--- config.mk ---
export PLATFORM = sky130hd
export DESIGN_NAME = psc_front
export DESIGN_NICKNAME = d
export VERILOG_FILES = /design/src/psc_pkg.sv /design/src/psc_front.sv
export SDC_FILE = /design/constraint.sdc
export NUM_CORES = 1
export LEC_CHECK = 0
export ABC_AREA = 1
export ABC_CLOCK_PERIOD_IN_PS = 5550
export BUFFER_PORTS_ARGS = -buffer_cell sky130_fd_sc_hd__buf_4
export CAP_MARGIN = 20
export CORE_AREA = 5 5 116 118
export DETAILED_ROUTE_END_ITERATION = 10
export DIE_AREA = 0 0 121 123
export HOLD_SLACK_MARGIN = 0.1
export PLACE_DENSITY_LB_ADDON = 0.25
export REMOVE_ABC_BUFFERS = 1
export SYNTH_ARGS = -nofsm -noshare
export SYNTH_HDL_FRONTEND = slang
export SYNTH_SLANG_ARGS = --single-unit
--- constraint.sdc ---
create_clock -name i_clk -period 5.55 [get_ports i_clk]
set_input_delay 0.555 -clock i_clk [delete_from_list [all_inputs] [get_ports i_clk]]
set_output_delay 0.555 -clock i_clk [all_outputs]
set_load 0.1 [all_outputs]
--- src/psc_pkg.sv ---
// Shared types and constants for the pH sample conditioner.
// Holds the register file layout, the back-end state encoding and the fixed-point constants.
// No dependencies.
package psc_pkg;

    localparam int CFG_DATA_W  = 64;
    localparam int CFG_ADDR_W  = 6;
    localparam int QUEUE_DEPTH = 2;

    localparam int PH_W   = 24;
    localparam int DIFF_W = 33;
    localparam int ACC_W  = 58;
    localparam int SM_W   = 28;
    localparam int PROD_W = 66;

    localparam int RECIP_SHIFT        = 31;
    localparam logic [31:0] RECIP_TEN = 32'd214748365;
    localparam int HALF_TEN           = 5;

    localparam int PH_SEVEN     = 458752;
    localparam int PH_MAX       = 8388607;
    localparam int PH_MIN       = -8388608;
    localparam int JUMP_LIMIT   = 22937;
    localparam int ROUND_HALF12 = 2048;

    localparam logic [1:0] MODE_LINEAR = 2'd1;
    localparam logic [1:0] MODE_DUAL   = 2'd2;

    typedef enum logic [2:0] {
        REG_CONTROL,
        REG_TH_OFFSET,
        REG_TH_SLOPE,
        REG_NEUTRAL,
        REG_LIN_SLOPE,
        REG_ACID_SLOPE,
        REG_BASIC_SLOPE
    } t_reg_idx;

    typedef struct packed {
        logic [5:0]         control;
        logic signed [23:0] th_offset;
        logic signed [23:0] th_slope;
        logic [63:0]        neutral;
        logic [47:0]        lin_slope;
        logic [47:0]        acid_slope;
        logic [47:0]        basic_slope;
    } t_cfg;

    typedef enum logic [3:0] {
        ST_IDLE,
        ST_AVG_MUL,
        ST_AVG_FIN,
        ST_MEDIAN,
        ST_CAL_PREP,
        ST_CAL_HI,
        ST_CAL_LO,
        ST_CAL_FIN,
        ST_SMOOTH,
        ST_SM_MUL,
        ST_SM_FIN,
        ST_EMIT
    } t_back_state;

endpackage

--- src/psc_front.sv ---
// Front end: accepts samples, accumulates per-channel block sums and issues jobs.
// Depends on psc_pkg for the configuration struct.
module psc_front
    import psc_pkg::*;
#(
    parameter int SAMPLES_PER_AVERAGE = 10,
    parameter int CHANNEL_COUNT       = 2,
    parameter int SUM_W               = 20
) (
    input  logic                i_clk,
    input  logic                i_rst_n,
    input  t_cfg                i_cfg,
    input  logic                i_push,
    input  logic                i_full,
    input  logic                i_channel,
    input  logic signed [15:0]  i_adc_sample,
    output logic                o_job_push,
    output logic [SUM_W+1:0]    o_job
);

    localparam int CNT_W = $clog2(SAMPLES_PER_AVERAGE + 1);
    localparam logic [CNT_W-1:0] LAST_CNT = CNT_W'(SAMPLES_PER_AVERAGE - 1);

    logic signed [SUM_W-1:0] r_sum   [CHANNEL_COUNT];
    logic [CNT_W-1:0]        r_count [CHANNEL_COUNT];

    logic                    accept;
    logic                    ch_ok;
    logic                    active;
    logic                    present;
    logic                    block_done;
    logic signed [SUM_W-1:0] sum_next;

    assign accept     = i_push && !i_full;
    assign ch_ok      = (CHANNEL_COUNT > 1) || (i_channel == 1'b0);
    assign present    = i_cfg.control[1];
    assign active     = accept && i_cfg.control[0] && ch_ok;
    assign sum_next   = r_sum[i_channel] + SUM_W'(i_adc_sample);
    assign block_done = r_count[i_channel] == LAST_CNT;

    assign o_job_push = active && (!present || block_done);
    assign o_job      = {i_channel, !present, present ? sum_next : '0};

    always_ff @(posedge i_clk) begin
        if (!i_rst_n) begin
            for (int c = 0; c < CHANNEL_COUNT; c++) begin
                r_sum[c]   <= '0;
                r_count[c] <= '0;
            end
        end else if (active && present) begin
            if (block_done) begin
                r_sum[i_channel]   <= '0;
                r_count[i_channel] <= '0;
            end else begin
                r_sum[i_channel]   <= sum_next;
                r_count[i_channel] <= r_count[i_channel] + CNT_W'(1);
            end
        end
    end

endmodule

==> run_results.csv <==
group,metric,value,unit
run_status,status,"finished clean",
worst_hold_path,hp-class,"register to register",
power_and_ir_drop,p_leak,1.96,nW
sta,hold_violations,0,
clock_network,cts_buffers,5,
setup_path,cpMostUsedCell,"nand2_1",
synth,ys.flop_type,"edfxtp_1",
power_and_ir_drop,pwr-share-seq,0.385,
routing,drt_iter0_markers,203,
final_layout,syn_to_final_growth,17.3,%
placed_design,port_buffers,45,
synth,synth_most_common_cell,"nand2_1",
power_and_ir_drop,pwr-share-comb,0.352,
clock_network,cts_tree,"yes",
synth,ys_seq_area_frac,0.406,
synth,ys_top_cells_by_area,"edfxtp_1 (41%), nand2_1 (19%), nor2_1 (8.4%)",
routing,ant_nets,0,
setup_path,critical_path_arrival,3.40,ns
placed_design,gp_congestion,0.890,
die,die_area,14900,um^2
global_route,antenna_found_initial,0,
sta,setup_tns,0,ns
global_route,grt_start_max_net_pins,31,
clock_network,clock-sinks,48,
synth,synth_edf_count,48,
power_and_ir_drop,p_switching,0.000409,W
clock_network,cts_hold_buf,0,
synth,ys_warn_count,0,
final_layout,antenna_cells,0,
final_layout,fill_cells,1323,
clock_network,clk_latency,0.29,ns
die,io_pins,306,
die,die_w,121,um
routing,vias_per_cell,4.42,
setup_path,cp_slowest_cell,"fa_1",
placed_design,dp_slack,1.59,ns
sta,setup_violations,0,
synth,yosys.area.top_type,"edfxtp_1",
sta,finalCritPeriodShare,0.713,
clock_network,cts_buffer_depth,2,
synth,syn_area,3550,um^2
synth,synth_cell_types,31,
setup_path,critPathKind,"input port to output port",
clock_network,cts_root_buf,"clkbuf_16",
routing,num_vias,3052,
setup_path,endpoint_kind,"output port",
global_route,track_usage,0.128,
setup_path,cp_cell_sequence,"buf_4 > inv_2 > nand2_1 > nand2_1 > ha_1 > fa_1 > nand3_1 > nand3_1 > nand3_1 > nand2_1 > nand2_1 > nand2_1 > nand2_1 > nand2_1 > nor2_1 > buf_4",
power_and_ir_drop,p_per_area,259,nW/um^2
final_layout,fin_util,0.336,
power_and_ir_drop,clockPowerShare,0.263,
die,rows,41,
setup_path,critPathMaxFanout,30,
placed_design,place_hpwl,6.73,mm
global_route,grt_pass1_wl,15.1,mm
die,core,12400,um^2
synth,ys_ff_latch,48,
global_route,grt_overflow,0,
sta,tightest_slew,0.962,ns
sta,fmax,0.253,GHz
synth,synthTopCellsByCount,"nand2_1 (180), nor2_1 (79), edfxtp_1 (48)",
sta,finalWorstSetupSlack,1.59,ns
power_and_ir_drop,ir_drop,154,uV
clock_network,path_clk_slew,0.06,ns
setup_path,cpPeakStageDelay,0.44,ns
die,dieHeight,123,um
global_route,grt_pass1_vias,3016,
routing,drcViolationCount,0,
routing,drt-total-wl,9.20,mm
routing,first_pass_iters,5,
sta,period_minus_slack,3.96,ns
power_and_ir_drop,netSwitchingFraction,0.381,
sta,slew_headroom,0.357,
final_layout,drive_above_1_share,0.139,
placed_design,dpl_cell_area,4030,um^2
synth,synthesis.instances,477,
run,maxCapViolations,0,
synth,synth-async-reset-ratio,0,
die,start_util,0.287,
synth,syn_avg_cell_area,7.43,um^2
clock_network,ctsResizeCount,0,
clock_network,cts_setup_buffers,0,
sta,rsz0062_at_grt,"false",
setup_path,crit_required,4.99,ns
power_and_ir_drop,internal-power,0.000666,W
routing,post_drt_wl_per_cell,13.3,um
sta,slew_violations,0,
sta,skew,0.00777,ns
final_layout,design_area,4160,um^2
final_layout,nets,823,
synth,yosysTopAreaCellShare,0.406,
power_and_ir_drop,finalPower,0.00108,W
setup_path,critPathLaunchType,"input port",
clock_network,h-tree-depth,2,
cell usage in the layout (no fill, tap or decap), types with 2 or more instances in the layout:
cell / instances
a21oi_1: 18
xor2_1: 6
o21bai_1: 2
edfxtp_1: 48
clkinv_1: 3
inv_1: 46
nor2_1: 79
nand3_2: 10
or2_2: 4
buf_4: 47
and2_1: 5
nand2_1: 180
ha_1: 21
clkbuf_16: 5
xnor2_1: 2
nand3_1: 27
o21ai_0: 4
sequential cells by signal, indices dropped and copies added (netlist names):
name,count
r_count,8
r_sum,40
routing by layer:
metal / global-route usage / vias up / share of wire
met1: 0.175 / 1399 / 0.49
met4: 0.0220 / 0 / 0.0046
met5: 0 / - / 0
met2: 0.215 / 50 / 0.46
li1: - / 1598 / -
met3: 0.0224 / 5 / 0.045
kinds of logic (layout without fill, tap and decap cells):
group / count (synthesis) / in the layout / share of synthesized area
adders and majority gates: 22 / 22 / 0.0797
buffers and inverters: 61 / 102 / 0.0759
AOI/OAI and AO/OA: 25 / 25 / 0.0374
and+or+nand+nor: 312 / 312 / 0.374
DFF: 48 / 48 / 0.406
muxes: 1 / 1 / 0.00635
xor gates and xnor gates: 8 / 8 / 0.0198
cell type report:
type                       count  area [um^2]  area share
inverter                      48          180      0.0433
tap                          172          215      0.0518
clock inverter                 2         7.51     0.00181
timing repair buffer          47          353      0.0849
clock buffer                   5          125      0.0301
sequential                    48         1440       0.347
multi-input combinational    368         1840       0.441
power groups by stage:
stage               clock network [W]  logic [W]  registers (W)
detailed placement                  0   0.000380       0.000422
global route                 0.000307   0.000411       0.000415
CTS                          0.000291   0.000382       0.000414
floorplan                           0   0.000281       0.000422
global placement                    0   0.000381       0.000422
finish                       0.000283   0.000378       0.000414
through the flow:
step                      std cells  hold WS (ns)
after floorplan                 464         0.639
after global placement          683         0.655
after detailed placement        683         0.661
after CTS                       690         0.670
after global routing            690         0.717
final                           690         0.668
worst paths after layout:
check	cells past startpoint	to	startpoint	slack, ns
setup / recovery	16	o_job[16]	i_channel	1.59
hold / removal	3	r_count[0][0]	r_count[1][0]	0.67
hold reg to reg	3	r_count[0][0]	r_count[1][0]	0.67
setup reg to reg	11	r_sum[0][8]	r_sum[1][0]	3.12
worst max-delay path, delay by kind of cell:
family        cells  cell delay (ns)
fa+ha+maj         2             0.66
buf+inv           3             1.01
simple gates     11             1.14
Power figures use the tool's default switching activity.
