File: src/psc_pkg.sv
// Shared types and constants for the pH sample conditioner.
// Holds the register file layout, the back-end state encoding and the fixed-point constants.
// No dependencies.
package psc_pkg;

    localparam int CFG_DATA_W  = 64;
    localparam int CFG_ADDR_W  = 6;
    localparam int QUEUE_DEPTH = 2;

    localparam int PH_W   = 24;
    localparam int DIFF_W = 33;
    localparam int ACC_W  = 58;
    localparam int SM_W   = 28;
    localparam int PROD_W = 66;

    localparam int RECIP_SHIFT        = 31;
    localparam logic [31:0] RECIP_TEN = 32'd214748365;
    localparam int HALF_TEN           = 5;

    localparam int PH_SEVEN     = 458752;
    localparam int PH_MAX       = 8388607;
    localparam int PH_MIN       = -8388608;
    localparam int JUMP_LIMIT   = 22937;
    localparam int ROUND_HALF12 = 2048;

    localparam logic [1:0] MODE_LINEAR = 2'd1;
    localparam logic [1:0] MODE_DUAL   = 2'd2;

    typedef enum logic [2:0] {
        REG_CONTROL,
        REG_TH_OFFSET,
        REG_TH_SLOPE,
        REG_NEUTRAL,
        REG_LIN_SLOPE,
        REG_ACID_SLOPE,
        REG_BASIC_SLOPE
    } t_reg_idx;

    typedef struct packed {
        logic [5:0]         control;
        logic signed [23:0] th_offset;
        logic signed [23:0] th_slope;
        logic [63:0]        neutral;
        logic [47:0]        lin_slope;
        logic [47:0]        acid_slope;
        logic [47:0]        basic_slope;
    } t_cfg;

    typedef enum logic [3:0] {
        ST_IDLE,
        ST_AVG_MUL,
        ST_AVG_FIN,
        ST_MEDIAN,
        ST_CAL_PREP,
        ST_CAL_HI,
        ST_CAL_LO,
        ST_CAL_FIN,
        ST_SMOOTH,
        ST_SM_MUL,
        ST_SM_FIN,
        ST_EMIT
    } t_back_state;

endpackage

File: src/psc_queue.sv
// Short job queue between the front end and the back end.
// Depends on psc_pkg for the default queue depth.
module psc_queue
    import psc_pkg::*;
#(
    parameter int DATA_W = 22,
    parameter int DEPTH  = QUEUE_DEPTH
) (
    input  logic              i_clk,
    input  logic              i_rst_n,
    input  logic              i_push,
    input  logic [DATA_W-1:0] i_data,
    output logic              o_full,
    input  logic              i_pop,
    output logic [DATA_W-1:0] o_data,
    output logic              o_empty
);

    localparam int PTR_W = (DEPTH > 1) ? $clog2(DEPTH) : 1;
    localparam int CNT_W = $clog2(DEPTH + 1);
    localparam logic [PTR_W-1:0] LAST_PTR = PTR_W'(DEPTH - 1);

    logic [DATA_W-1:0] r_mem [DEPTH];
    logic [PTR_W-1:0]  r_wptr;
    logic [PTR_W-1:0]  r_rptr;
    logic [CNT_W-1:0]  r_count;

    assign o_full  = r_count == CNT_W'(DEPTH);
    assign o_empty = r_count == '0;
    assign o_data  = r_mem[r_rptr];

    always_ff @(posedge i_clk) begin
        if (i_push) begin
            r_mem[r_wptr] <= i_data;
        end
    end

    always_ff @(posedge i_clk) begin
        if (!i_rst_n) begin
            r_wptr  <= '0;
            r_rptr  <= '0;
            r_count <= '0;
        end else begin
            if (i_push) begin
                r_wptr <= (r_wptr == LAST_PTR) ? '0 : r_wptr + PTR_W'(1);
            end
            if (i_pop) begin
                r_rptr <= (r_rptr == LAST_PTR) ? '0 : r_rptr + PTR_W'(1);
            end
            if (i_push && !i_pop) begin
                r_count <= r_count + CNT_W'(1);
            end else if (i_pop && !i_push) begin
                r_count <= r_count - CNT_W'(1);
            end
        end
    end

    a_no_overflow: assert property (@(posedge i_clk) disable iff (!i_rst_n)
        i_push |-> !o_full || i_pop)
        else $error("job pushed into a full queue");

    a_no_underflow: assert property (@(posedge i_clk) disable iff (!i_rst_n)
        i_pop |-> !o_empty)
        else $error("job popped from an empty queue");

endmodule

File: config.mk
export PLATFORM = sky130hd
export DESIGN_NAME = psc_queue
export DESIGN_NICKNAME = d
export VERILOG_FILES = /design/src/psc_pkg.sv /design/src/psc_queue.sv
export SDC_FILE = /design/constraint.sdc
export NUM_CORES = 1
export LEC_CHECK = 0
export ABC_AREA = 1
export BUFFER_PORTS_ARGS = -buffer_cell sky130_fd_sc_hd__buf_2
export CAP_MARGIN = 20
export CORE_MARGIN = 4
export CORE_UTILIZATION = 51
export DETAILED_ROUTE_END_ITERATION = 12
export PLACE_DENSITY = 0.88
export RECOVER_POWER = 50
export SLEW_MARGIN = 20
export SYNTH_ARGS = -nofsm -noshare
export SYNTH_HDL_FRONTEND = slang
export SYNTH_SLANG_ARGS = --single-unit
File: constraint.sdc
create_clock -name i_clk -period 2.35 [get_ports i_clk]
set_input_delay 0 -clock i_clk [delete_from_list [all_inputs] [get_ports i_clk]]
set_output_delay 0 -clock i_clk [all_outputs]
set_load 0.005 [all_outputs]
==> results.ini, run 1 <==
[run_status]
outcome=finished clean

[logic_synthesis]
synthesis.nets=130
yosys_register_bits=49
yosysWarnings=0
syn_area_sq_mm=0.00182
yosysSeqAreaShare_pct=78.1
synthCells=103
syn_avg_cell_area_sq_um=17.7
ys_types=12

[floorplan]
die_h_um=67.7
ioPinCount=50
start_util_pct=53.7
dieArea_sq_mm=0.00459
num_rows=21
fp.dieW_um=67.7
core_area_sq_mm=0.00339

[global_routing]
grt_pass1_wl_um=5000
grt-ovfl-total=0
antenna_found_initial=0
grt_util_all_layers_pct=15.6
first_global_vias=1157
grt_max_degree=23

[worst_setup_path]
max_stage_delay_ns=0.54
crit_slowest_cell=dlygate4sd3_1
critPathKind=flop to flop
cp_cell_sequence=nand2_1 > nand2_1 > dlygate4sd3_1 > nor2_1 > dlygate4sd3_1
cp.required_ns=2.58
critPathCaptureType=flop
worstPathMaxFanout=3
reg2reg_setup_slack_ns=0.59
arrival_ns=1.99
cp-start-kind=flop

[power]
ir_worst_vdd_mv=0.489
total_power_mw=1.66
power_density_mw_per_mm2=685
p_leak_nw=0.932

[layout]
multi_input_area_sq_um=348
drive_gt1_share_pct=33.3
instances_no_fill=232
final_cell_mix=edfxtp_1 (44), buf_2 (30), dlygate4sd3_1 (26)
antennaDiodeCount=0
final_common_cell=edfxtp_1
area_delta_synth_final_pct=33.4
nFillCells=240
regArea_sq_mm=0.00142
nNetsFinal=212

[detailed_routing]
wl_per_cell_um=13.5
vias_per_cell=4.71
drc=0
vias=1093
wl_um=3140
drt-initial-drc-count=52
first_pass_iters=4
drtAntennaViolNets=0

[flow_run]
drv_cap=0

[sta]
worstMarginPinSlew_ns=1.23
layout_min_cycle_time_ns=1.76
tns_ns=0
finClkSkew_ns=0.00322
finalMaxSlewViolations=0
relSlewSlack_pct=17.8
hold_viol_final=0
final-setup-viol-count=0
grt_setup_unrepaired=false
fmax_mhz=568
finalCritPeriodShare_pct=74.9

[clock_network]
path_clk_slew_ns=0.12
tritoncts=built
cts_hold_buffers=26
post_cts_buffers=0
cts-buffers-inserted=5
clock_latency_ns=0.33
cts_root_buf=clkbuf_4
cts-resized-gates=0
h-tree-depth=2
cts_sinks=49
clockBufferDepth=2

[placement]
gp_congestion=0.686
dp.cells=198
portBuffers=49
hpwl_um=2080

[worst_hold_path]
hold_path_class=input port to flop

==> area by class of cell <==
type / count / area share (%)
clock buffers: 6 / 1.70
clock inverters: 2 / 1.39
inverters: 8 / 1.24
multi-input cells: 44 / 14.3
flip-flops and latches: 49 / 58.6
well taps: 46 / 2.37
repair buffers: 77 / 20.4
==> cell families (layout without fill, tap and decap cells) <==
kind of cell               after synthesis  in the layout  synth area share (%)
AOI/OAI and AO/OA                        2              2                 0.550
adders and majority gates                1              1                 0.688
buffers and inverters                   10             93                  2.89
DFF                                     49             49                  78.1
muxes                                   22             22                  13.6
and+or+nand+nor                         19             19                  4.13
==> per-layer routing <==
metal  track usage, %  wire length [um]
met4             7.59                35
met3             4.49               251
met2             26.7              1590
met1             17.6              1260
met5                0                 0
==> report_power, final <==
part	internal, mW	switching [mW]
registers	1.00	0.0146
clock network	0.222	0.221
logic	0.109	0.0929
total	1.33	0.328
==> sequential cells by signal, indices dropped and copies added, names as in the netlist, named ones only <==
name,count
r_wptr,1
r_rptr,1
r_mem,44
r_count,2
==> critical path: cells and delay by family, from the launching register on <==
kind                   cells  cell delay, ns
buffers and inverters      2            1.08
DFF                        1            0.39
and+or+nand+nor            3            0.18
==> synth_stat cells <==
master	number	area share, %
edfxtp_1	44	73
mux2_2	22	14
nor2_1	9	1.9
inv_1	8	1.7
nand2_1	8	1.7
dfxtp_1	5	5.5
buf_6	2	1.2
a21oi_1	1	0.27
ha_1	1	0.69
nand3_1	1	0.27
nand4_1	1	0.34
o21ai_0	1	0.27
==> worst paths after layout <==
check,startpoint,end,cells past startpoint
setup / recovery,r_wptr,r_wptr,5
hold / removal,i_push,r_count[0],3
setup reg to reg,r_wptr,r_wptr,5
hold reg to reg,r_rptr,flop,2
==> through the flow <==
step | hold slack [ns] | area (sq um) | setup slack [ns] | util [%]
CTS | 0.0325 | 2450 | 0.618 | 72.4
floorplan | 0.0989 | 1820 | 0.684 | -
detailed placement | 0.193 | 2120 | 0.896 | 62.5
global placement | 0.192 | 2120 | 0.951 | 62.5
finish | 0.0560 | 2430 | 0.590 | 71.6
global route | 0.0381 | 2430 | 0.472 | 71.6
Note: power is estimated with default switching activity, not from simulation.
==> run 2: changes to the inputs <==
clock period = 1.8 ns   (was 2.35 ns; I/O delays follow)
==> run 2 against run 1 <==
Core utilization up 0.78 points. Flip-flop and latch count unchanged. Power up 33%. Global-route usage up 0.73 points. Fmax up 2.2%. Via count up 3.5%. Largest cell class unchanged. Highest routed layer unchanged.
==> results.ini, run 2 (synthesized netlist as in run 1, its figures left out) <==
[layout]
nNetsFinal=214  ; +0.94%
final_common_cell=edfxtp_1
antennaDiodeCount=0  ; unchanged
reg_top3=r_mem: 44 flops, r_count: 2 flops
final_cell_mix=edfxtp_1 (44), buf_2 (32), dlygate4sd3_1 (26)
instances_no_fill=234  ; +0.86%
regArea_sq_mm=0.00142  ; about the same
top_register=r_mem
fin_util_pct=72.4  ; +0.78 points
largest_reg_flops=44  ; unchanged
nFillCells=228  ; -5.0%
area_delta_synth_final_pct=34.9
drive_gt1_share_pct=34.0  ; +0.71 points
multi_input_area_sq_um=345  ; -0.72%

[sta]
relSlewSlack_pct=48.2  ; +30 points
fmax_mhz=581  ; +2.2%
finalMaxSlewViolations=0  ; unchanged
finClkSkew_ns=0.00718  ; +0.00396 ns
worstMarginPinSlew_ns=0.777  ; -0.455 ns
grt_setup_unrepaired=false
hold_viol_final=0  ; unchanged
layout_min_cycle_time_ns=1.72  ; -0.0377 ns
final-setup-viol-count=0  ; unchanged
setup_ws_ns=0.0776  ; -0.512 ns
finalCritPeriodShare_pct=95.7  ; +21 points
tns_ns=0  ; unchanged

[worst_setup_path]
cp.required_ns=2.09  ; -0.49 ns
rr_worst_depth=5  ; unchanged
r2r_start=r_wptr
worstPathMaxFanout=3  ; unchanged
critPathCaptureType=flop
critPathKind=flop to flop
timing.rr.end=r_wptr
arrival_ns=2.01  ; +0.02 ns
reg2reg_setup_slack_ns=0.08  ; -0.51 ns
cp-start-kind=flop

[floorplan]
start_util_pct=53.7  ; unchanged
die_h_um=67.7  ; unchanged
dieArea_sq_mm=0.00459  ; unchanged
num_rows=21  ; unchanged
ioPinCount=50  ; unchanged
core_area_sq_mm=0.00339  ; unchanged
fp.dieW_um=67.7  ; unchanged

[power]
p_leak_nw=0.942  ; +1.0%
intPower_mw=1.74  ; +31%
total_power_mw=2.21  ; +33%
sw_frac_of_total_pct=20.9  ; +1.1 points
seq_power_share_pct=60.5  ; -0.7 points
power_switching_mw=0.460  ; +40%
ir_worst_vdd_mv=0.525  ; +7.3%
power_frac_clock_pct=27.4  ; +0.8 points
comb_power_share_pct=12.2  ; about the same
power_density_mw_per_mm2=899  ; +31%

[placement]
portBuffers=49  ; unchanged
gp_congestion=0.652  ; -5.0%
dp.cells=200  ; +1.0%
hpwl_um=2280  ; +9.6%
post-place-ws_ns=0.480  ; -0.416 ns

[clock_network]
h-tree-depth=2  ; unchanged
cts_sinks=49  ; unchanged
cts_root_buf=clkbuf_4
path_clk_slew_ns=0.13  ; about the same
tritoncts=built
clockBufferDepth=2  ; unchanged
cts-buffers-inserted=5  ; unchanged
clock_latency_ns=0.34  ; about the same

[global_routing]
grt-ovfl-total=0  ; unchanged
antenna_found_initial=0  ; unchanged
grt_use_met3_pct=4.49  ; unchanged
first_global_vias=1211  ; +4.7%
grt_max_degree=16  ; -30%
grt_pass1_wl_um=5300  ; +5.9%
grt_util_all_layers_pct=16.3  ; +0.73 points
gr-max-usage-layer=met2
use_met1_pct=16.8  ; -0.83 points
use_met2_pct=30.7  ; +4.0 points

[worst_hold_path]
hold_path_depth=3  ; unchanged
min_from=i_push
hold_end=r_count[0]
hold_path_class=input port to flop

[detailed_routing]
drt-initial-drc-count=36  ; -31%
wl_um=3280  ; +4.5%
vias=1131  ; +3.5%
vias_per_cell=4.83  ; +2.6%
drc=0  ; unchanged
wl_per_cell_um=14.0  ; +3.6%
drtAntennaViolNets=0  ; unchanged
first_pass_iters=4  ; unchanged

[flow_run]
drv_cap=0  ; unchanged

[run_status]
outcome=finished clean

==> run 2: power groups by stage <==
stage / Combinational, mW / Sequential, mW / Clock, mW
CTS: 0.278 / 1.33 / 0.621
finish: 0.268 / 1.33 / 0.603
detailed placement: 0.232 / 1.36 / 0
global route: 0.297 / 1.34 / 0.681
global placement: 0.219 / 1.35 / 0
floorplan: 0.122 / 1.35 / 0
==> run 2: through the flow <==
stage	area [sq um]	hold slack [ns]
after floorplan	1820	0.0989
after global placement	2140	0.190
after detailed placement	2140	0.192
after CTS	2480	0.0591
after global routing	2450	0.0710
final	2450	0.0842
==> run 2: area by class of cell <==
cell class                 count  area share, %
tap                           46           2.35
timing repair buffer          79           21.2
inverter                       8           1.22
clock inverter                 3           1.68
multi-input combinational     44           14.1
sequential                    49           58.0
clock buffer                   5           1.53
==> run 2: how the worst max path moves through the flow <==
stage | cells after the start | slack, ns | end | start
after detailed placement | 3 | 0.48 | r_mem[1][11] | r_wptr
after global placement | 3 | 0.54 | r_mem[1][11] | r_wptr
final | 5 | 0.08 | r_wptr | r_wptr
after global routing | 5 | 0.02 | r_wptr | r_wptr
after CTS | 5 | 0.07 | r_wptr | r_wptr
after floorplan | 1 | 0.13 | r_mem[0][0] | r_wptr
==> run 2: critical path, stage by stage (launching register included) <==
cell and delay [ns]:
dfxtp_2 0.35, nand2_1 0.07, nand2_1 0.05, dlygate4sd3_1 0.55, nor2_1 0.10, dlygate4sd3_1 0.56
==> run 2: layer usage <==
| layer | up-vias | wire length [um] |
|---|---|---|
| li1 | 540 | - |
| met1 | 543 | 1240 |
| met2 | 42 | 1780 |
| met3 | 6 | 213 |
| met4 | 0 | 46 |
| met5 | - | 0 |
==> run 2: what timing repair did <==
| item | in CTS | in global routing |
|---|---|---|
| hold endpoints to repair | 49 | 0 |
| gates resized for setup | 0 | 1 |
| endpoints found under the setup margin | 0 | 1 |
| hold buffers | 26 | 0 |
| buffers inserted | 0 | 0 |
==> run 3: changes to the inputs <==
--- a/config.mk
+++ b/config.mk
@@ -8,3 +8,3 @@
 export ABC_AREA = 1
-export BUFFER_PORTS_ARGS = -buffer_cell sky130_fd_sc_hd__buf_2
+export BUFFER_PORTS_ARGS = -buffer_cell sky130_fd_sc_hd__buf_4
 export CAP_MARGIN = 20
==> constraint.sdc (replaced) <==
create_clock -name i_clk -period 1.8 [get_ports i_clk]
set_input_delay 0.09 -clock i_clk [delete_from_list [all_inputs] [get_ports i_clk]]
set_output_delay 0.09 -clock i_clk [all_outputs]
set_load 0.005 [all_outputs]
==> run 3 against run 2 <==
Routed wire length up 2.8%. Worst hold slack better by 0.39 ns. Highest routed layer unchanged. Cell count up 0.43%. Core utilization up 2.7 points. Combinational power up 16%. Clock power down 23%. Non-clock buffer count up 1. Die area unchanged. Count of clock-buffer cells in the layout unchanged. Power down 4.6%.
==> results.ini, run 3 (synthesized netlist as in run 1, its figures left out) <==
[global_routing]
antenna_found_initial=0  ; unchanged
first_global_vias=1182  ; -2.4%
grt_util_all_layers_pct=16.9  ; +0.56 points
grt-ovfl-total=0  ; unchanged
grt_pass1_wl_um=5310  ; +0.26%
grt_max_degree=16  ; unchanged

[worst_setup_path]
cp-start-kind=flop
arrival_ns=1.42  ; -0.59 ns
r2r_start=r_wptr
worstPathMaxFanout=13  ; +10
critPathKind=flop to output port
critPathCaptureType=output port
cp.required_ns=1.71  ; -0.38 ns

[clock_network]
cts_root_buf=clkbuf_4
tritoncts=built
h-tree-depth=2  ; unchanged
clockBufferDepth=2  ; unchanged
post_cts_buffers=0  ; unchanged
path_clk_slew_ns=0.13  ; about the same
cts_sinks=49  ; unchanged
cts-buffers-inserted=5  ; unchanged
clock_latency_ns=0.35  ; about the same
cts-resized-gates=0  ; unchanged

[sta]
final-setup-viol-count=0  ; unchanged
finClkSkew_ns=0.00848  ; +0.00129 ns
hold_viol_final=0  ; unchanged
relSlewSlack_pct=67.3  ; +19 points
finalMaxSlewViolations=0  ; unchanged
tns_ns=0  ; unchanged
hold-worst-slack_ns=0.473  ; +0.389 ns
grt_setup_unrepaired=false
fmax_mhz=662  ; +14%
layout_min_cycle_time_ns=1.51  ; -0.213 ns
worstMarginPinSlew_ns=0.491  ; -0.287 ns
finalCritPeriodShare_pct=83.9  ; -12 points

[layout]
final_common_cell=edfxtp_1
antennaDiodeCount=0  ; unchanged
reg_top3=r_mem: 44 flops, r_count: 2 flops
nNetsFinal=215  ; +0.47%
largest_reg_flops=44  ; unchanged
area_delta_synth_final_pct=40.0
drive_gt1_share_pct=40.7  ; +6.7 points
top_register=r_mem
fin_util_pct=75.1  ; +2.7 points
stdcell_area_sq_mm=0.00255  ; +3.8%
final_cell_mix=edfxtp_1 (44), buf_4 (28), dlygate4sd3_1 (26)

[worst_hold_path]
hold_path_class=input port to flop
min_from=i_data[2]

[detailed_routing]
drtAntennaViolNets=0  ; unchanged
wl_um=3370  ; +2.8%
drc=0  ; unchanged
wl_per_cell_um=14.3  ; +2.4%
drt-initial-drc-count=29  ; -19%
first_pass_iters=4  ; unchanged
vias_per_cell=4.79  ; -0.87%
vias=1126  ; -0.44%

[placement]
place_area_sq_mm=0.00226  ; +5.5%
gp_congestion=0.726  ; +11%
portBuffers=49  ; unchanged
hpwl_um=2310  ; +1.5%

[power]
p_leak_nw=1.00  ; +6.4%
ir_worst_vdd_mv=0.624  ; +19%
power_density_mw_per_mm2=826  ; -8.0%

[floorplan]
core_area_sq_mm=0.00339  ; unchanged
dieArea_sq_mm=0.00459  ; unchanged
start_util_pct=53.7  ; unchanged
die_h_um=67.7  ; unchanged
ioPinCount=50  ; unchanged
fp.dieW_um=67.7  ; unchanged
num_rows=21  ; unchanged

[run_status]
outcome=finished clean

[flow_run]
drv_cap=0  ; unchanged

[run 3: cell types whose count changed in the layout (fill, tap and decap cells not counted), sizes merged]
cell    change
clkinv      +1
clkbuf      +8
bufinv      -1
buf         -7
[run 3: repair_timing]
item / 4_1_cts / 5_1_grt
hold endpoints to repair: 48 / 0
hold buffers: 26 / 0
setup endpoints to repair: 0 / 0
[run 3: power by group]
part	switching (mW)	internal (mW)	leakage [nW]
Sequential	0.0185	1.31	0.455
Clock	0.318	0.148	0.0310
Combinational	0.126	0.186	0.516
Total	0.463	1.64	1.00
[run 3: cell type report]
type	count	area, sq um
sequential	49	1420
fill	225	843
timing repair buffer	80	637
multi-input combinational	44	345
tap	46	57.6
clock buffer	5	37.5
inverter	8	30.0
clock inverter	3	17.5
[run 3: routing by layer]
metal	global-route usage, %	share of wire [%]	vias to the layer above
met5	0	0	-
met4	5.32	1.0	0
met3	6.99	8.2	4
met2	29.5	52	44
met1	18.4	39	532
li1	-	-	546
[run 3: worst paths after layout]
check,slack [ns],depth (start not counted),end
hold reg to reg,0.51,2,r_rptr
setup reg to reg,0.45,3,r_mem[1][17]
hold / removal,0.47,2,r_mem[0][2]
setup / recovery,0.29,3,o_data[3]
[run 3: stage by stage]
step | cells | setup WS (ns) | power [mW]
final | 235 | 0.290 | 2.10
after global routing | 235 | 0.193 | 2.23
after CTS | 235 | 0.267 | 2.14
after detailed placement | 201 | 0.420 | 1.63
after global placement | 201 | 0.545 | 1.62
after floorplan | 103 | 0.134 | 1.47
[run 3: worst max-delay path, stage by stage, from the launching register on]
cell,delay [ns]
dfxtp_1,0.35
buf_4,0.21
mux2_2,0.37
buf_4,0.14
