## src/psc_pkg.sv

```systemverilog
// Shared types and constants for the pH sample conditioner.
// Holds the register file layout, the back-end state encoding and the fixed-point constants.
// No dependencies.
package psc_pkg;

    localparam int CFG_DATA_W  = 64;
    localparam int CFG_ADDR_W  = 6;
    localparam int QUEUE_DEPTH = 2;

    localparam int PH_W   = 24;
    localparam int DIFF_W = 33;
    localparam int ACC_W  = 58;
    localparam int SM_W   = 28;
    localparam int PROD_W = 66;

    localparam int RECIP_SHIFT        = 31;
    localparam logic [31:0] RECIP_TEN = 32'd214748365;
    localparam int HALF_TEN           = 5;

    localparam int PH_SEVEN     = 458752;
    localparam int PH_MAX       = 8388607;
    localparam int PH_MIN       = -8388608;
    localparam int JUMP_LIMIT   = 22937;
    localparam int ROUND_HALF12 = 2048;

    localparam logic [1:0] MODE_LINEAR = 2'd1;
    localparam logic [1:0] MODE_DUAL   = 2'd2;

    typedef enum logic [2:0] {
        REG_CONTROL,
        REG_TH_OFFSET,
        REG_TH_SLOPE,
        REG_NEUTRAL,
        REG_LIN_SLOPE,
        REG_ACID_SLOPE,
        REG_BASIC_SLOPE
    } t_reg_idx;

    typedef struct packed {
        logic [5:0]         control;
        logic signed [23:0] th_offset;
        logic signed [23:0] th_slope;
        logic [63:0]        neutral;
        logic [47:0]        lin_slope;
        logic [47:0]        acid_slope;
        logic [47:0]        basic_slope;
    } t_cfg;

    typedef enum logic [3:0] {
        ST_IDLE,
        ST_AVG_MUL,
        ST_AVG_FIN,
        ST_MEDIAN,
        ST_CAL_PREP,
        ST_CAL_HI,
        ST_CAL_LO,
        ST_CAL_FIN,
        ST_SMOOTH,
        ST_SM_MUL,
        ST_SM_FIN,
        ST_EMIT
    } t_back_state;

endpackage

```

## src/psc_regs.sv

```systemverilog
// Configuration register file with an APB-style access port.
// Depends on psc_pkg for the register layout.
module psc_regs
    import psc_pkg::*;
(
    input  logic                  i_clk,
    input  logic                  i_rst_n,
    input  logic                  i_psel,
    input  logic                  i_penable,
    input  logic                  i_pwrite,
    input  logic [CFG_ADDR_W-1:0] i_paddr,
    input  logic [CFG_DATA_W-1:0] i_pwdata,
    output logic [CFG_DATA_W-1:0] o_prdata,
    output logic                  o_pready,
    output t_cfg                  o_cfg
);

    t_cfg     r_cfg;
    t_reg_idx reg_idx;
    logic     wr_en;

    assign reg_idx  = t_reg_idx'(i_paddr[CFG_ADDR_W-1:3]);
    assign wr_en    = i_psel && i_penable && i_pwrite;
    assign o_pready = 1'b1;
    assign o_cfg    = r_cfg;

    always_ff @(posedge i_clk) begin
        if (!i_rst_n) begin
            r_cfg <= '0;
        end else if (wr_en) begin
            unique case (reg_idx)
                REG_CONTROL:     r_cfg.control     <= i_pwdata[5:0];
                REG_TH_OFFSET:   r_cfg.th_offset   <= i_pwdata[23:0];
                REG_TH_SLOPE:    r_cfg.th_slope    <= i_pwdata[23:0];
                REG_NEUTRAL:     r_cfg.neutral     <= i_pwdata;
                REG_LIN_SLOPE:   r_cfg.lin_slope   <= i_pwdata[47:0];
                REG_ACID_SLOPE:  r_cfg.acid_slope  <= i_pwdata[47:0];
                REG_BASIC_SLOPE: r_cfg.basic_slope <= i_pwdata[47:0];
                default: begin
                end
            endcase
        end
    end

    always_comb begin
        unique case (reg_idx)
            REG_CONTROL:     o_prdata = CFG_DATA_W'(r_cfg.control);
            REG_TH_OFFSET:   o_prdata = CFG_DATA_W'(unsigned'(r_cfg.th_offset));
            REG_TH_SLOPE:    o_prdata = CFG_DATA_W'(unsigned'(r_cfg.th_slope));
            REG_NEUTRAL:     o_prdata = r_cfg.neutral;
            REG_LIN_SLOPE:   o_prdata = CFG_DATA_W'(r_cfg.lin_slope);
            REG_ACID_SLOPE:  o_prdata = CFG_DATA_W'(r_cfg.acid_slope);
            REG_BASIC_SLOPE: o_prdata = CFG_DATA_W'(r_cfg.basic_slope);
            default:         o_prdata = '0;
        endcase
    end

endmodule

```

## config.mk

```make
export PLATFORM = sky130hd
export DESIGN_NAME = psc_regs
export DESIGN_NICKNAME = d
export VERILOG_FILES = /design/src/psc_pkg.sv /design/src/psc_regs.sv
export SDC_FILE = /design/constraint.sdc
export NUM_CORES = 1
export LEC_CHECK = 0
export ABC_CLOCK_PERIOD_IN_PS = 1950
export BUFFER_PORTS_ARGS = -buffer_cell sky130_fd_sc_hd__buf_2
export CORE_MARGIN = 2
export CORE_UTILIZATION = 25
export CTS_CLUSTER_SIZE = 10
export DETAILED_ROUTE_END_ITERATION = 6
export PLACE_DENSITY = 0.45
export SETUP_SLACK_MARGIN = 0.05
export SLEW_MARGIN = 40
export SYNTH_ARGS = -nofsm -noshare
export SYNTH_HDL_FRONTEND = slang
export SYNTH_SLANG_ARGS = --single-unit
```

## constraint.sdc

```tcl
create_clock -name i_clk -period 1.95 [get_ports i_clk]
set_input_delay 0.195 -clock i_clk [delete_from_list [all_inputs] [get_ports i_clk]]
set_output_delay 0.195 -clock i_clk [all_outputs]
set_load 0.005 [all_outputs]
```

==> flow_metrics.tcl, run 1 <==
set metrics [dict create \
    status "finished clean" \
    drcViolationCount 0 \
    synth_edf_count 0 \
    final_core_util_pct 35.13 \
    period_minus_slack_ps 1820 \
    stdcell_area_um2 15980 \
    postSynth.asyncResetShare_pct 0 \
    placed_cells 2164 \
    cts_htree_levels 2 \
    min_period_over_period_pct 93.35 \
    fp.dieW_um 219.0 \
    largest_reg_flops 262 \
    cts_setup_buffers 0 \
    row_count 78 \
    setup_viol 0 \
    ys_warn_count 0 \
    cts_sinks 262 \
    placement.cell_area_um2 14540 \
    syn_inst 1211 \
    root_buffer "clkbuf_16" \
    synth_top_area_share_pct 45.38 \
    drtIter0Drc 411 \
    yosysSeqAreaShare_pct 45.38 \
    dieArea_um2 47970 \
    skew_ps 0 \
    end_kind "output pin" \
    io_pins 402 \
    path_max_fanout 31 \
    p_total_uw 12310 \
    grt_start_max_net_pins 69 \
    antenna_found_initial 3 \
    place.port_buffers 397 \
    start_util_pct 25.41 \
    gp_congestion 0.7848 \
    yosys.area.top_type "dfxtp_1" \
    hold_viol_final 0 \
    avgSynthCellArea_um2 9.544 \
    relSlewSlack_pct 52.86 \
    synth.most_common_cell "nand2_1" \
    met3_usage_pct 5.017 \
    maxCapViolations 0 \
    cts_buffer_depth 3 \
    drive_gt1_share_pct 32.81 \
    stdcell_count 2252 \
    path_class "in2out" \
    p_per_area_nw_per_um2 770.6 \
    fill_cells 4707 \
    rsz0062_at_grt "no" \
    postRouteAntennaNets 0 \
    hp-class "in2reg" \
    fmaxAchievable_mhz 549.3 \
    worstHoldPathCells 3 \
    worst_pin_slew_ps 704.0 \
    yosysUniqueCellTypes 33 \
    final_max_slew_viol_count 0 \
    nets 1711 \
    clock_latency_ps 520 \
    fin_hold_ws_ps 36.00 \
    netlist_top_cells_count "353 x nand2_1, 318 x mux2i_1, 262 x dfxtp_1, 56 x clkbuf_1, 26 x o211ai_1" \
    grt_pass1_vias 10410 \
    dieHeight_um 219.0 \
    busiest_layer "met2" \
    avgRoutedWirePerCell_um 20.19 \
    path_clk_slew_ps 50 \
    r2r_cells 2 \
    ys.flop_type "dfxtp_1" \
    grt_overflow 0 \
    syn_nets 1286 \
    viasPerCell 4.659 \
    dp_hpwl_um 30950 \
    worstPathRequired_ps 1750 \
    start_kind "primary input" \
    numCtsBuffers 34 \
    use_met1_pct 23.23 \
    diodes 0 \
    ys_seq_elements 262 \
    grt_pass1_wl_um 66400 \
    syn2layout_area_growth_pct 38.25 \
    ys_top_cells_by_area "dfxtp_1 45%, mux2i_1 28%, nand2_1 11%" \
    grt_util_all_layers_pct 18.26 \
    syn_area_um2 11560 \
    met2_usage_pct 29.74 \
    dr.pass1.iters 6 \
    vias 10490 \
    core_area_um2 45480 \
    routed_wl_um 45470 \
    tritoncts "built" \
    vdd_drop_max_v 0.0003852 \
    cp.arrival_ps 1630 \
    leakagePower_uw 0.007031 \
]
## cell usage in the layout, fill, tap and decap left out, types with 2 or more instances in the layout
cell | synthesis | final
buf_12 | 0 | 20
clkbuf_8 | 0 | 7
dlygate4sd3_1 | 0 | 36
nand3_1 | 24 | 24
a221oi_1 | 19 | 15
o211ai_1 | 26 | 26
inv_1 | 4 | 4
nand2_1 | 353 | 353
a32oi_1 | 2 | 2
clkbuf_1 | 56 | 5
nor2b_2 | 0 | 2
nor2_4 | 1 | 5
o21ai_0 | 2 | 2
a2bb2oi_1 | 17 | 17
o221a_2 | 4 | 4
dfxtp_1 | 262 | 262
a22oi_1 | 3 | 3
clkbuf_16 | 0 | 37
and2_1 | 16 | 16
buf_4 | 22 | 40
mux2_2 | 21 | 21
clkinv_2 | 0 | 3
nand2b_1 | 3 | 2
nor2b_1 | 5 | 2
a21oi_1 | 15 | 15
buf_2 | 19 | 394
a221oi_2 | 0 | 4
mux2i_1 | 318 | 318
## path summary, 6_finish.rpt
check / from / slack [ps] / endpoint
hold / removal: i_pwdata[39] / 40 / o_cfg[39]
setup reg to reg: o_cfg[251] / 1280 / o_cfg[251]
setup / recovery: i_paddr[3] / 130 / o_prdata[3]
hold reg to reg: o_cfg[197] / 460 / o_cfg[197]
## worst max-delay path, cell delays in order
cell       delay (ps)
buf_2             250
buf_12            220
nor2b_4           180
buf_12            240
a2bb2oi_1         100
o211ai_1          230
buf_2             190
## kinds of logic after synthesis
| kind of cell | share of synthesized area [%] |
|---|---|
| AO/OA/AOI/OAI | 6.019 |
| buffers and inverters | 4.493 |
| flip-flops | 45.38 |
| multiplexers | 29.59 |
| other | 0.03245 |
| AND/OR/NAND/NOR | 14.49 |
## where the power goes
| group | leakage (uW) | internal (uW) | switching [uW] |
|---|---|---|---|
| clock network | 0.000524 | 3660 | 2310 |
| registers | 0.00211 | 5400 | 33.0 |
| logic | 0.00439 | 363 | 555 |
| total | 0.00703 | 9420 | 2890 |
## final cells by class
cell class                 count  area [um^2]  area share, %
clock inverter                 3        15.01        0.09397
sequential                   262         5245          32.83
timing repair buffer         491         3048          19.08
inverter                       4        15.01        0.09397
tap                          600        750.7          4.699
clock buffer                  49         1041          6.515
multi-input combinational    843         5863          36.70
## per-stage QoR
step                setup slack, ps  setup TNS, ps
finish                        129.6              0
global route                  50.22              0
CTS                           56.49              0
detailed placement            126.5              0
global placement             -100.6         -276.5
floorplan                     531.4              0
## layer usage
| metal | vias to the layer above | wire length (um) |
|---|---|---|
| li1 | 5009 | - |
| met1 | 5104 | 20390 |
| met2 | 309 | 21020 |
| met3 | 65 | 2984 |
| met4 | 4 | 1057 |
| met5 | - | 14 |
## repair_timing
action,CTS,global route
endpoints found under the hold margin,82,0
hold buffers,36,0
resized for setup,1,3
setup endpoints to repair,1,3
(Power assumes the default switching activity.)
==> inputs of run 2 (changes only) <==
--- a/config.mk
+++ b/config.mk
@@ -5,13 +5,15 @@
 export SDC_FILE = /design/constraint.sdc
 export NUM_CORES = 1
 export LEC_CHECK = 0
-export ABC_CLOCK_PERIOD_IN_PS = 1950
+export ABC_CLOCK_PERIOD_IN_PS = 2330
 export BUFFER_PORTS_ARGS = -buffer_cell sky130_fd_sc_hd__buf_2
+export CELL_PAD_IN_SITES_DETAIL_PLACEMENT = 1
+export CELL_PAD_IN_SITES_GLOBAL_PLACEMENT = 1
 export CORE_MARGIN = 2
 export CORE_UTILIZATION = 25
 export CTS_CLUSTER_SIZE = 10
 export DETAILED_ROUTE_END_ITERATION = 6
-export PLACE_DENSITY = 0.45
+export PLACE_DENSITY = 0.57
 export SETUP_SLACK_MARGIN = 0.05
 export SLEW_MARGIN = 40
 export SYNTH_ARGS = -nofsm -noshare
==> constraint.sdc (replaced) <==
create_clock -name i_clk -period 2.33 [get_ports i_clk]
set_input_delay 0.233 -clock i_clk [delete_from_list [all_inputs] [get_ports i_clk]]
set_output_delay 0.233 -clock i_clk [all_outputs]
set_load 0.005 [all_outputs]
==> run 2 against run 1 <==
Clock skew is the same. Clock power is 20% lower. Hold slack better by 10 ps. Largest cell class unchanged. First-iteration DRC count fell by 11%. Critical endpoint is now o_prdata[46]. Combinational power fell by 21%. Design area decreased by 2.3%. Highest routed layer unchanged.
==> flow_metrics.tcl, run 2 (synthesis gave the netlist of run 1 again) <==
set metrics [dict create \
    diodes 0 \
    syn2layout_area_growth_pct 35.13 \
    crit_start "i_paddr[4]" \
    grt_start_max_net_pins 53 \
    maxCapViolations 0 \
    grt_util_all_layers_pct 18.39 \
    dieHeight_um 219.0 \
    cp_top_family "buffers and inverters" \
    cp_cell_sequence "buf_4, buf_4, mux2i_1, o211ai_1, buf_2" \
    fp.dieW_um 219.0 \
    path_class "in2out" \
    cp_common_cell "buf_4" \
    final_cell_mix "394 x buf_2, 353 x nand2_1, 318 x mux2i_1, 262 x dfxtp_1, 51 x buf_4" \
    routed_wl_um 45700 \
    postRouteAntennaNets 0 \
    root_buffer "clkbuf_16" \
    fmaxAchievable_mhz 494.8 \
    hold_viol_final 0 \
    rr_startpoint "o_cfg[252]" \
    worstPathRequired_ps 2100 \
    largest_reg_flops 262 \
    fill_cells 5417 \
    min-delay-start "i_pwdata[32]" \
    dr.pass1.iters 4 \
    end_kind "output pin" \
    final_max_slew_viol_count 0 \
    tritoncts "built" \
    p_per_area_nw_per_um2 643.8 \
    grt_pass1_vias 10870 \
    row_count 78 \
    setup_viol 0 \
    antenna_found_initial 1 \
    hp-class "in2reg" \
    path_buf_inv 3 \
    vias 10460 \
    dp_hpwl_um 32190 \
    viasPerCell 4.675 \
    cts_resized 0 \
    cts_buffer_depth 3 \
    period_minus_slack_ps 2021 \
    dieArea_um2 47970 \
    start_kind "primary input" \
    start_util_pct 25.41 \
    slowest_delay_ps 470 \
    rsz0062_at_grt "no" \
    worst_pin_slew_ps 691.4 \
    relSlewSlack_pct 53.81 \
    vdd_drop_max_v 0.0003604 \
    cts_sinks 262 \
    cpMaxStageDelayCell "buf_4" \
    grt_pass1_wl_um 67190 \
    gp_congestion 0.7543 \
    finalSetupTns_ps 0 \
    final_core_util_pct 34.34 \
    path_clk_slew_ps 50 \
    avgRoutedWirePerCell_um 20.43 \
    grt_overflow 0 \
    leakagePower_uw 0.006888 \
    skew_ps 0 \
    place.port_buffers 397 \
    io_pins 402 \
    path_max_fanout 30 \
    layout_commonest_cell "buf_2" \
    drcViolationCount 0 \
    drive_gt1_share_pct 32.80 \
    nets 1696 \
    cts_htree_levels 2 \
    status "finished clean" \
    cp.arrival_ps 1790 \
    min_period_over_period_pct 86.74 \
    core_area_um2 45480 \
    numCtsBuffers 34 \
    clock_latency_ps 520 \
    fin_hold_ws_ps 46.06 \
    drtIter0Drc 364 \
]
[run 2: changes by cell type in the layout (fill, tap and decap cells not counted), sizes merged]
cell,before,now
clkbuf,49,46
buf,455,459
dlygate4sd3,36,17
inv,4,5
clkinv,3,5
[run 2: metrics by stage]
step / total power, uW / cell area (um^2) / std cells / setup WS (ps)
floorplan: 4999 / 11560 / 1211 / 835.4
global placement: 5342 / 14480 / 2168 / 324.2
detailed placement: 5351 / 14480 / 2168 / 273.6
CTS: 10230 / 15620 / 2237 / 292.0
global route: 10470 / 15620 / 2237 / 243.6
finish: 10050 / 15620 / 2237 / 308.9
[run 2: repair_timing]
item	CTS	global route
hold endpoints to repair	17	0
setup buffers	0	0
endpoints found under the setup margin	0	0
hold buffers	17	0
[run 2: area by class of cell]
cell class	count	area, um^2	share of cell area, %
multi-input combinational	843	5836	37.37
sequential	262	5245	33.58
timing repair buffer	476	2800	17.93
clock buffer	46	937.1	6.001
tap	600	750.7	4.807
clock inverter	6	33.78	0.2163
inverter	4	15.01	0.09614
[run 2: path summary, 6_finish.rpt]
check                                    end  slack [ps]  cells after the start
worst min-delay path               o_cfg[32]          50                      3
worst min register to register    o_cfg[200]         470                      2
worst max register to register    o_cfg[252]        1670                      2
worst max-delay path            o_prdata[46]         310                      5
[run 2: worst register-to-register path: stages, from the launching register on]
cell and delay [ps]:
dfxtp_1 370, nand2_1 80, mux2i_1 140
[run 2: power breakdown]
group	internal (uW)	switching (uW)	total [uW]
clock	2790	2000	4790
combinational	278	446	724
sequential	4520	26.7	4540
total	7580	2470	10100
[run 2: per-layer routing]
metal,up-vias,part of all wire [%],global-route usage (%)
li1,4976,-,-
met1,5139,42,22.08
met3,63,7.4,5.308
met5,-,0.028,0
met2,278,48,31.68
met4,2,2.0,5.518
==> inputs of run 3 (changes only) <==
--- a/config.mk
+++ b/config.mk
@@ -5,15 +5,15 @@
 export SDC_FILE = /design/constraint.sdc
 export NUM_CORES = 1
 export LEC_CHECK = 0
-export ABC_CLOCK_PERIOD_IN_PS = 2330
+export ABC_CLOCK_PERIOD_IN_PS = 2350
 export BUFFER_PORTS_ARGS = -buffer_cell sky130_fd_sc_hd__buf_2
 export CELL_PAD_IN_SITES_DETAIL_PLACEMENT = 1
 export CELL_PAD_IN_SITES_GLOBAL_PLACEMENT = 1
 export CORE_MARGIN = 2
-export CORE_UTILIZATION = 25
+export CORE_UTILIZATION = 40
 export CTS_CLUSTER_SIZE = 10
 export DETAILED_ROUTE_END_ITERATION = 6
-export PLACE_DENSITY = 0.57
+export PLACE_DENSITY = 0.84
 export SETUP_SLACK_MARGIN = 0.05
 export SLEW_MARGIN = 40
 export SYNTH_ARGS = -nofsm -noshare
==> constraint.sdc (replaced) <==
create_clock -name i_clk -period 2.35 [get_ports i_clk]
set_input_delay 0.235 -clock i_clk [delete_from_list [all_inputs] [get_ports i_clk]]
set_output_delay 0.235 -clock i_clk [all_outputs]
set_load 0.005 [all_outputs]
==> run 3 against run 2 <==
Hold slack got worse by 23 ps. Sequential share of layout area grew 1.2 points. Cell count fell by 11%. Die area is 37% lower. Clock power is 13% lower. First-iteration DRC count grew 30%. Sequential power decreased by 0.9%. Count of clock-buffer cells in the layout down 9. Via count up 2.5%. Sequential cell count unchanged. Clock skew unchanged. Critical path type unchanged. Critical endpoint is now o_prdata[2]. Largest power group is now sequential cells.
==> flow_metrics.tcl, run 3 (synthesis gave the netlist of run 1 again) <==
set metrics [dict create \
    cp.arrival_ps 1800 \
    hold_viol_final 0 \
    tritoncts "built" \
    syn2layout_area_growth_pct 30.31 \
    finalSetupTns_ps 0 \
    met3_usage_pct 6.934 \
    maxCapViolations 0 \
    row_count 62 \
    path_clk_slew_ps 60 \
    period_minus_slack_ps 2040 \
    fmaxAchievable_mhz 490.3 \
    dieArea_um2 30270 \
    cts_resized 0 \
    cts_buffer_depth 3 \
    dieHeight_um 174.0 \
    postRouteAntennaNets 0 \
    holdBufCountCts 16 \
    dp_hpwl_um 29310 \
    nets 1670 \
    rsz0062_at_grt "no" \
    drive_gt1_share_pct 31.56 \
    place.port_buffers 397 \
    leakagePower_uw 0.006722 \
    setup_viol 0 \
    worst_pin_slew_ps 619.1 \
    path_max_fanout 26 \
    start_kind "primary input" \
    path_class "in2out" \
    p_per_area_nw_per_um2 622.1 \
    layout_commonest_cell "buf_2" \
    rr_startpoint "o_cfg[201]" \
    routed_wl_um 43160 \
    io_pins 402 \
    use_met1_pct 31.47 \
    numCtsBuffers 30 \
    worstPathRequired_ps 2120 \
    grt_overflow 0 \
    vias 10720 \
    end_kind "output pin" \
    final_cell_mix "394 x buf_2, 353 x nand2_1, 318 x mux2i_1, 262 x dfxtp_1, 31 x clkbuf_16" \
    min_period_over_period_pct 86.79 \
    busiest_layer "met2" \
    dr.pass1.iters 4 \
    core_area_um2 28550 \
    clock_latency_ps 560 \
    avgRoutedWirePerCell_um 21.71 \
    gp_congestion 0.8473 \
    skew_ps 0 \
    drtIter0Drc 475 \
    viasPerCell 5.393 \
    antenna_found_initial 5 \
    p_total_uw 9370 \
    grt_pass1_wl_um 66210 \
    final_max_slew_viol_count 0 \
    root_buffer "clkbuf_16" \
    cts_sinks 262 \
    cts_setup_buffers 0 \
    min-delay-start "i_pwdata[27]" \
    grt_util_all_layers_pct 27.42 \
    start_util_pct 40.48 \
    cts_htree_levels 1 \
    crit_start "i_paddr[3]" \
    fp.dieW_um 174.0 \
    grt_start_max_net_pins 67 \
    largest_reg_flops 262 \
    status "finished clean" \
    hp-class "in2reg" \
    relSlewSlack_pct 58.54 \
    drcViolationCount 0 \
    vdd_drop_max_v 0.0004216 \
    grt_pass1_vias 11550 \
    met2_usage_pct 48.97 \
]
[run 3: per-stage QoR]
step / cell area [um^2] / worst slack, ps / hold slack (ps) / utilization [%] / cells
after floorplan: 11560 / 851.4 / 377.1 / - / 1211
after global placement: 14070 / 256.1 / 451.2 / 49.29 / 1931
after detailed placement: 14070 / 324.9 / 463.0 / 49.29 / 1931
after CTS: 15050 / 296.0 / 10.64 / 52.72 / 1984
after global routing: 15060 / 224.3 / 28.46 / 52.76 / 1988
final: 15060 / 310.5 / 23.29 / 52.76 / 1988
[run 3: worst max-delay path, cell delays in order]
cell	delay, ps
buf_2	280
buf_12	250
nor2b_4	360
buf_12	240
a2bb2oi_1	90
o211ai_1	160
buf_2	160
[run 3: final cells by class]
cell class                      instances  area, um^2
Inverter                                4       15.01
Clock buffer                           37       818.3
Tap cell                              384       480.5
Fill cell                            3391       13490
Timing Repair Buffer                  454        2658
Antenna cell                            4       10.01
Multi-Input combinational cell        843        5834
Sequential cell                       262        5245
[run 3: path summary, 6_finish.rpt]
| path | to | depth (start not counted) | slack (ps) |
|---|---|---|---|
| max | o_prdata[2] | 7 | 310 |
| min | o_cfg[75] | 3 | 20 |
| max reg2reg | o_cfg[201] | 2 | 1620 |
| min reg2reg | o_cfg[161] | 2 | 470 |
[run 3: where the power goes]
part           internal (uW)  switching [uW]  leakage (uW)
Clock                   2380            1790      0.000401
Sequential              4480            27.6       0.00211
Combinational            261             433       0.00421
[run 3: per-layer routing]
layer,vias up,part of all wire (%)
li1,4916,-
met1,5299,40
met2,391,49
met3,113,6.9
met4,2,3.5
met5,-,0.030
